$ cat src/tfr_pkg.sv
// tfr_pkg: shared types and constants of the TLV field reader.
// Used by every module of the block and by its checker; depends on nothing.
package tfr_pkg;

    localparam int unsigned TFR_QDEPTH = 4;

    localparam logic [2:0]  HDR_BYTES    = 3'd6;
    localparam logic [2:0]  HDR_TAG_IDX  = 3'd0;
    localparam logic [2:0]  HDR_TYPE_IDX = 3'd1;
    localparam logic [31:0] POS_MAX      = 32'hFFFF_FFFF;

    localparam logic [1:0] REC_FIELD = 2'd0;
    localparam logic [1:0] REC_END   = 2'd1;
    localparam logic [1:0] REC_TRUNC = 2'd2;

    // One queue entry: everything one byte produces (one or two records).
    typedef struct packed {
        logic        has_field;
        logic        has_term;
        logic        term_trunc;
        logic [7:0]  tag;
        logic [7:0]  ftype;
        logic [31:0] length;
        logic [31:0] offset;
    } t_event;

endpackage

$ cat src/tfr_front.sv
// tfr_front: byte-serial header and payload tracker of the TLV field reader.
// Classifies each transferred byte and produces at most one event per byte.
// Depends on tfr_pkg.
module tfr_front (
    input  logic          i_clk,
    input  logic          i_rst_n,
    input  logic          i_valid,
    input  logic [7:0]    i_data_byte,
    input  logic          i_end_of_message,
    output logic          o_ev_valid,
    output tfr_pkg::t_event o_ev
);
    import tfr_pkg::*;

    logic        r_in_payload, n_in_payload;
    logic [2:0]  r_hc, n_hc;
    logic [7:0]  r_tag, n_tag;
    logic [7:0]  r_type, n_type;
    logic [31:0] r_len, n_len;
    logic [31:0] r_left, n_left;
    logic [31:0] r_pos, n_pos;
    logic [31:0] r_start, n_start;
    logic [31:0] w_next_pos;
    logic [2:0]  w_hc_inc;
    logic        w_fld;

    always_comb begin
        n_in_payload = r_in_payload;
        n_hc         = r_hc;
        n_tag        = r_tag;
        n_type       = r_type;
        n_len        = r_len;
        n_left       = r_left;
        n_start      = r_start;
        w_next_pos   = (r_pos == POS_MAX) ? POS_MAX : r_pos + 32'd1;
        n_pos        = w_next_pos;
        w_hc_inc     = r_hc + 3'd1;
        w_fld        = 1'b0;

        if (r_in_payload) begin
            n_left = r_left - 32'd1;
            if (n_left == 32'd0) begin
                w_fld        = 1'b1;
                n_in_payload = 1'b0;
                n_hc         = 3'd0;
            end
        end else begin
            case (r_hc)
                HDR_TAG_IDX: begin
                    n_tag = i_data_byte;
                    n_len = 32'd0;
                end
                HDR_TYPE_IDX: begin
                    n_type = i_data_byte;
                end
                default: begin
                    n_len = {r_len[23:0], i_data_byte};
                end
            endcase
            n_hc = w_hc_inc;
            if (w_hc_inc == HDR_BYTES) begin
                n_hc    = 3'd0;
                n_start = w_next_pos;
                n_left  = n_len;
                if (n_len == 32'd0) begin
                    w_fld = 1'b1;
                end else begin
                    n_in_payload = 1'b1;
                end
            end
        end

        o_ev.has_field  = w_fld;
        o_ev.has_term   = i_end_of_message;
        o_ev.term_trunc = n_in_payload;
        o_ev.tag        = n_tag;
        o_ev.ftype      = n_type;
        o_ev.length     = n_len;
        o_ev.offset     = n_start;
        o_ev_valid      = i_valid && (w_fld || i_end_of_message);

        if (i_end_of_message) begin
            n_in_payload = 1'b0;
            n_hc         = 3'd0;
            n_tag        = 8'd0;
            n_type       = 8'd0;
            n_len        = 32'd0;
            n_left       = 32'd0;
            n_pos        = 32'd0;
            n_start      = 32'd0;
        end
    end

    always_ff @(posedge i_clk) begin
        if (!i_rst_n) begin
            r_in_payload <= 1'b0;
            r_hc         <= 3'd0;
            r_tag        <= 8'd0;
            r_type       <= 8'd0;
            r_len        <= 32'd0;
            r_left       <= 32'd0;
            r_pos        <= 32'd0;
            r_start      <= 32'd0;
        end else if (i_valid) begin
            r_in_payload <= n_in_payload;
            r_hc         <= n_hc;
            r_tag        <= n_tag;
            r_type       <= n_type;
            r_len        <= n_len;
            r_left       <= n_left;
            r_pos        <= n_pos;
            r_start      <= n_start;
        end
    end

endmodule

$ cat src/tfr_evq.sv
// tfr_evq: small event queue between front and back of the TLV field reader.
// Register array with wrap-around pointers and an occupancy count. Depends on tfr_pkg.
module tfr_evq #(
    parameter int unsigned DEPTH = tfr_pkg::TFR_QDEPTH
) (
    input  logic            i_clk,
    input  logic            i_rst_n,
    input  logic            i_push,
    input  tfr_pkg::t_event i_data,
    output logic            o_full,
    input  logic            i_pop,
    output tfr_pkg::t_event o_data,
    output logic            o_empty
);
    import tfr_pkg::*;

    localparam int unsigned PW = (DEPTH > 1) ? $clog2(DEPTH) : 1;
    localparam int unsigned CW = $clog2(DEPTH + 1);
    localparam logic [PW-1:0] PTR_LAST = PW'(DEPTH - 1);
    localparam logic [CW-1:0] CNT_FULL = CW'(DEPTH);

    t_event          r_mem [DEPTH];
    logic [PW-1:0]   r_wr, r_rd;
    logic [CW-1:0]   r_cnt;
    logic            w_do_push, w_do_pop;

    assign o_full    = (r_cnt == CNT_FULL);
    assign o_empty   = (r_cnt == '0);
    assign o_data    = r_mem[r_rd];
    assign w_do_push = i_push && !o_full;
    assign w_do_pop  = i_pop && !o_empty;

    always_ff @(posedge i_clk) begin
        if (w_do_push) begin
            r_mem[r_wr] <= i_data;
        end
    end

    always_ff @(posedge i_clk) begin
        if (!i_rst_n) begin
            r_wr  <= '0;
            r_rd  <= '0;
            r_cnt <= '0;
        end else begin
            if (w_do_push) begin
                r_wr <= (r_wr == PTR_LAST) ? '0 : r_wr + PW'(1);
            end
            if (w_do_pop) begin
                r_rd <= (r_rd == PTR_LAST) ? '0 : r_rd + PW'(1);
            end
            if (w_do_push && !w_do_pop) begin
                r_cnt <= r_cnt + CW'(1);
            end else if (w_do_pop && !w_do_push) begin
                r_cnt <= r_cnt - CW'(1);
            end
        end
    end

endmodule

$ cat src/tfr_back.sv
// tfr_back: result stage of the TLV field reader.
// Holds one event and expands it into one or two records. Depends on tfr_pkg.
module tfr_back (
    input  logic            i_clk,
    input  logic            i_rst_n,
    input  logic            i_q_empty,
    input  tfr_pkg::t_event i_q_data,
    output logic            o_q_pop,
    output logic            o_empty,
    input  logic            i_pop,
    output logic [1:0]      o_record_kind,
    output logic [7:0]      o_field_tag,
    output logic [7:0]      o_field_type,
    output logic [31:0]     o_field_length,
    output logic [31:0]     o_value_offset,
    output logic            o_last_record
);
    import tfr_pkg::*;

    t_event r_ev;
    logic   r_valid;
    logic   r_second;
    logic   w_xfer, w_split, w_done, w_load;
    logic   w_term_only;

    assign w_xfer   = i_pop && r_valid;
    assign w_split  = !r_second && r_ev.has_field && r_ev.has_term;
    assign w_done   = w_xfer && !w_split;
    assign w_load   = (!r_valid || w_done) && !i_q_empty;
    assign o_q_pop  = w_load;
    assign o_empty  = !r_valid;

    // term record: second of a pair, or the only record of the event
    assign w_term_only = r_second || !r_ev.has_field;

    always_comb begin
        if (w_term_only && !(r_ev.term_trunc && !r_second)) begin
            o_record_kind  = REC_END;
            o_field_tag    = 8'd0;
            o_field_type   = 8'd0;
            o_field_length = 32'd0;
            o_value_offset = 32'd0;
            o_last_record  = 1'b1;
        end else begin
            o_record_kind  = w_term_only ? REC_TRUNC : REC_FIELD;
            o_field_tag    = r_ev.tag;
            o_field_type   = r_ev.ftype;
            o_field_length = r_ev.length;
            o_value_offset = r_ev.offset;
            o_last_record  = w_term_only || !r_ev.has_term;
        end
    end

    always_ff @(posedge i_clk) begin
        if (w_load) begin
            r_ev <= i_q_data;
        end
    end

    always_ff @(posedge i_clk) begin
        if (!i_rst_n) begin
            r_valid  <= 1'b0;
            r_second <= 1'b0;
        end else if (w_xfer && w_split) begin
            r_second <= 1'b1;
        end else if (w_load) begin
            r_valid  <= 1'b1;
            r_second <= 1'b0;
        end else if (w_done) begin
            r_valid  <= 1'b0;
            r_second <= 1'b0;
        end
    end

endmodule

$ cat src/tlv_field_reader.sv
// tlv_field_reader: top level of the TLV field reader.
// Instantiates tfr_front, tfr_evq and tfr_back; depends on tfr_pkg.
//
// Usage:
//   Input queue side: one message byte and its end-of-message mark per
//   transfer (push high while full low). Bytes are taken at one per clock
//   whenever the event queue has room; full depends only on queue occupancy.
//   Result queue side: while empty is low the oldest record is on the o_
//   ports; pop high takes it. One record leaves per clock while pop is high.
//   A byte that completes a field or ends a message produces one event, which
//   is expanded into one record, or two when a field record precedes the end
//   record. When nothing is queued ahead of them, records are shown once the
//   event has been written into the event queue and loaded into tfr_back.
//   Sustained rate: one byte per cycle while full is low; records drain at
//   one per cycle while pop is high; the QDEPTH-entry event queue absorbs
//   the extra output time of a byte that causes two records.
//   While pop stays low the shown record holds, the queue fills and full
//   rises; no byte is lost.
//   Synchronous reset clears parser state, queue and result stage; empty is
//   high and full low after the reset edge.
module tlv_field_reader #(
    parameter int unsigned QDEPTH = tfr_pkg::TFR_QDEPTH
) (
    input  logic        i_clk,
    input  logic        i_rst_n,
    input  logic        push,
    output logic        full,
    input  logic [7:0]  i_data_byte,
    input  logic        i_end_of_message,
    output logic        empty,
    input  logic        pop,
    output logic [1:0]  o_record_kind,
    output logic [7:0]  o_field_tag,
    output logic [7:0]  o_field_type,
    output logic [31:0] o_field_length,
    output logic [31:0] o_value_offset,
    output logic        o_last_record
);
    import tfr_pkg::*;

    logic   w_accept;
    logic   w_ev_valid;
    t_event w_ev;
    t_event w_q_data;
    logic   w_q_full, w_q_empty, w_q_pop;

    assign full     = w_q_full;
    assign w_accept = push && !w_q_full;

    tfr_front u_front (
        .i_clk            (i_clk),
        .i_rst_n          (i_rst_n),
        .i_valid          (w_accept),
        .i_data_byte      (i_data_byte),
        .i_end_of_message (i_end_of_message),
        .o_ev_valid       (w_ev_valid),
        .o_ev             (w_ev)
    );

    tfr_evq #(
        .DEPTH (QDEPTH)
    ) u_evq (
        .i_clk   (i_clk),
        .i_rst_n (i_rst_n),
        .i_push  (w_ev_valid),
        .i_data  (w_ev),
        .o_full  (w_q_full),
        .i_pop   (w_q_pop),
        .o_data  (w_q_data),
        .o_empty (w_q_empty)
    );

    tfr_back u_back (
        .i_clk          (i_clk),
        .i_rst_n        (i_rst_n),
        .i_q_empty      (w_q_empty),
        .i_q_data       (w_q_data),
        .o_q_pop        (w_q_pop),
        .o_empty        (empty),
        .i_pop          (pop),
        .o_record_kind  (o_record_kind),
        .o_field_tag    (o_field_tag),
        .o_field_type   (o_field_type),
        .o_field_length (o_field_length),
        .o_value_offset (o_value_offset),
        .o_last_record  (o_last_record)
    );

endmodule

$ cat config.mk
export PLATFORM = sky130hd
export DESIGN_NAME = tlv_field_reader
export DESIGN_NICKNAME = d
export VERILOG_FILES = /design/src/tfr_pkg.sv /design/src/tfr_front.sv /design/src/tfr_evq.sv /design/src/tfr_back.sv /design/src/tlv_field_reader.sv
export SDC_FILE = /design/constraint.sdc
export NUM_CORES = 1
export LEC_CHECK = 0
export ABC_AREA = 0
export ABC_CLOCK_PERIOD_IN_PS = 11460
export BUFFER_PORTS_ARGS = -buffer_cell sky130_fd_sc_hd__buf_2
export CORE_MARGIN = 2
export CORE_UTILIZATION = 40
export DETAILED_ROUTE_END_ITERATION = 12
export MAX_ROUTING_LAYER = met4
export PLACE_DENSITY = 0.64
export SLEW_MARGIN = 25
export SYNTH_ARGS = -nofsm -noshare
export SYNTH_HDL_FRONTEND = slang
export SYNTH_SLANG_ARGS = --single-unit
export TNS_END_PERCENT = 5
$ cat constraint.sdc
create_clock -name i_clk -period 11.46 [get_ports i_clk]
set_clock_uncertainty 0.15 [all_clocks]
set_input_delay 1.146 -clock i_clk [delete_from_list [all_inputs] [get_ports i_clk]]
set_output_delay 1.146 -clock i_clk [all_outputs]
set_load 0.005 [all_outputs]
==> metrics <==
final net count 1,902; Root Driver clkbuf_16; FMAX 182 MHz; worst-margin pin slew 998 ps; cts hold-fix bufs 0; global-route wire length before repair 85,900 um; CORE AREA between 0.06 and 0.07 mm2; CTS tree built; Syn Area/Cell 13.4 um2; Pwr Density between 150 and 200 mW/mm2; Antenna Nets Post-Route 0; worst-path fanout max 47; Seq pwr share a little under half; Ys Warns 0; TNS Setup 0 ps; final WL 55,100 um; Initial Util about two fifths; Crit. End Element flip-flop; Sw Pwr 0.00145 W; DIE HEIGHT 252 um; fin crit period ~5500 ps; H-tree Lvls 2; Setup CP Type reg2reg; num ports 98; EDFF count, synth 415; routed len/inst ~20 um; post-synth top area share 50.8%; top_reg_cell synth edfxtp_1; Residual DRC 0; clock network fraction of design power 31.8%; initial antenna violation count 0; Vias/cell approximately 5.6; Critical Path RT 11,540 ps; sw frac between 20% and 30%; Max-slew headroom 33.5%; count leader, synth edfxtp_1; share of power burned in combinational logic 20.4%; Synth Net Count 1,861; type of the worst min-delay path reg2reg; Leakage Power 9.42 nW; share of cells above drive strength 1 18.9%; Mapped Cells 1,834; dpl hpwl 34,200 um; vias 15,200; Synth area leader edfxtp_1; Inst Count DP approximately 2,600; total congestion overflow 0; Area growth syn-to-layout 11.9%; Std-Cell Rows 90; final hold violations 0; part of the cycle the worst path needs 48.0%; RePlAce Congestion 0.903; Pre-antenna DRT Iters 6; Peak supply drop 0.121 mV; Clk Latency, worst-skew pair 610 ps; Cell Int Power 0.00400 W; die area 0.0633 mm2; outcome finished clean; gr usage total 17.8%; post-synth design cell area 0.0245 mm2; IO buf count 97; largest net degree at the start of global routing 94; largest cells by area after synthesis edfxtp_1 51%, dfxtp_1 13%, mux4_2 7.6%, and2_1 3.0%, a22oi_1 2.7%; Final Non-Filler Cells around 2,700; final setup fails 0; # diodes 0; post_cts resized 0; max-cap violations 0; Max Root-Sink Buffers 3; Iter 0 DRT Violations 1,262; crit start category flip-flop; Reg clk slew, reported paths 60 ps; most frequent cells after synthesis 415 x edfxtp_1, 157 x dfxtp_1, 119 x and2_1; Seq/Total Area, Yosys 63.6%; Die X 252 um; CTS buffer count 55; # Post-CTS Setup Buffers 0; CTS sink count 572; setup repair after global routing missed its margin false; post-synth cell types 74; asr flop ratio synth 0%; Seq cells post-synth 572; Slew Viols, Final 0; WP data arrival 5580 ps; vias in the first global route around 15,000
[layer usage]
metal / track usage (%) / share of wire (%) / wire, um
met5: - / 0 / 0
met4: 5.09 / 2.5 / 1380
met3: 2.76 / 5.0 / 2770
met2: 28.4 / 47 / 26100
met1: 23.8 / 45 / 24800
[critical path, stage by stage (launching register included)]
cell	delay (ps)
dfxtp_1	420
nor4_4	710
nand4_1	440
or2_2	460
xnor2_1	140
or4_1	500
o31ai_1	520
o21a_1	370
and2_4	610
buf_4	670
[state kept, by name (all words and copies together) (netlist names), 2 cells and up]
register,count
u_front.r_pos,32
u_front.r_hc,3
u_evq.r_rd,2
u_front.r_tag,8
u_front.r_type,8
u_evq.r_wr,2
u_back.r_ev,83
u_front.r_len,32
u_front.r_left,32
u_evq.r_mem,332
u_front.r_start,32
u_evq.r_cnt,3
[power by group through the flow]
stage                     combinational [W]  clock, W  sequential (W)
after floorplan                    0.000735         0         0.00262
after global placement              0.00113         0         0.00265
after detailed placement            0.00114         0         0.00265
after CTS                           0.00114   0.00178         0.00261
after global routing                0.00123   0.00186         0.00263
final                               0.00111   0.00174         0.00261
[final timing paths]
| kind | endpoint | start | slack, ps | cells after the start |
|---|---|---|---|---|
| min | u_front.r_start[27]$_SDFFE_PN0P_ | u_front.r_start[27]$_SDFFE_PN0P_ | 320 | 2 |
| min reg2reg | u_front.r_start[27]$_SDFFE_PN0P_ | u_front.r_start[27]$_SDFFE_PN0P_ | 320 | 2 |
| max reg2reg | u_evq.r_mem[2][15]$_DFFE_PP_ | u_front.r_left[2]$_SDFFE_PN0P_ | 5960 | 9 |
| max | u_evq.r_mem[2][15]$_DFFE_PP_ | u_front.r_left[2]$_SDFFE_PN0P_ | 5960 | 9 |
[logic make-up (layout without fill, tap and decap cells)]
logic type	after synthesis	in the layout	synth area share, %
flops	572	572	63.6
simple gates	558	558	12.4
compound gates	374	374	10.3
buf+inv	167	255	2.67
mux	116	116	9.09
xor+xnor	33	33	1.18
fa+ha+maj	14	14	0.745
[placed cells by master, fill, tap and decap left out, drive strengths merged, types with 24 or more instances in the layout]
master    n
a21oi    87
a22oi    88
a31oi    39
and2    119
buf     121
clkbuf   78
dfxtp   157
edfxtp  415
inv      34
mux2     24
mux4     83
nand2    81
nand3    29
nor2    103
nor2b    77
nor3     44
o21ai    65
[final cells by class]
type / instances / area, um2
clock buffer: 78 / 1530
sequential: 572 / 15600
tap: 782 / 978
timing repair buffer: 121 / 676
multi-input combinational: 1095 / 8340
inverter: 30 / 113
clock inverter: 26 / 200
fill: 5290 / 33000
[per-stage QoR]
step	utilization, %	cell area, um2	setup WS, ps	hold WS [ps]	power (W)
global placement	42.5	25700	6150	295	0.00378
finish	45.4	27500	5960	323	0.00545
detailed placement	42.5	25700	5990	307	0.00380
floorplan	-	24500	4280	285	0.00336
CTS	45.4	27400	5970	316	0.00554
global route	45.4	27500	5620	345	0.00571
Power figures use the tool's default switching activity.
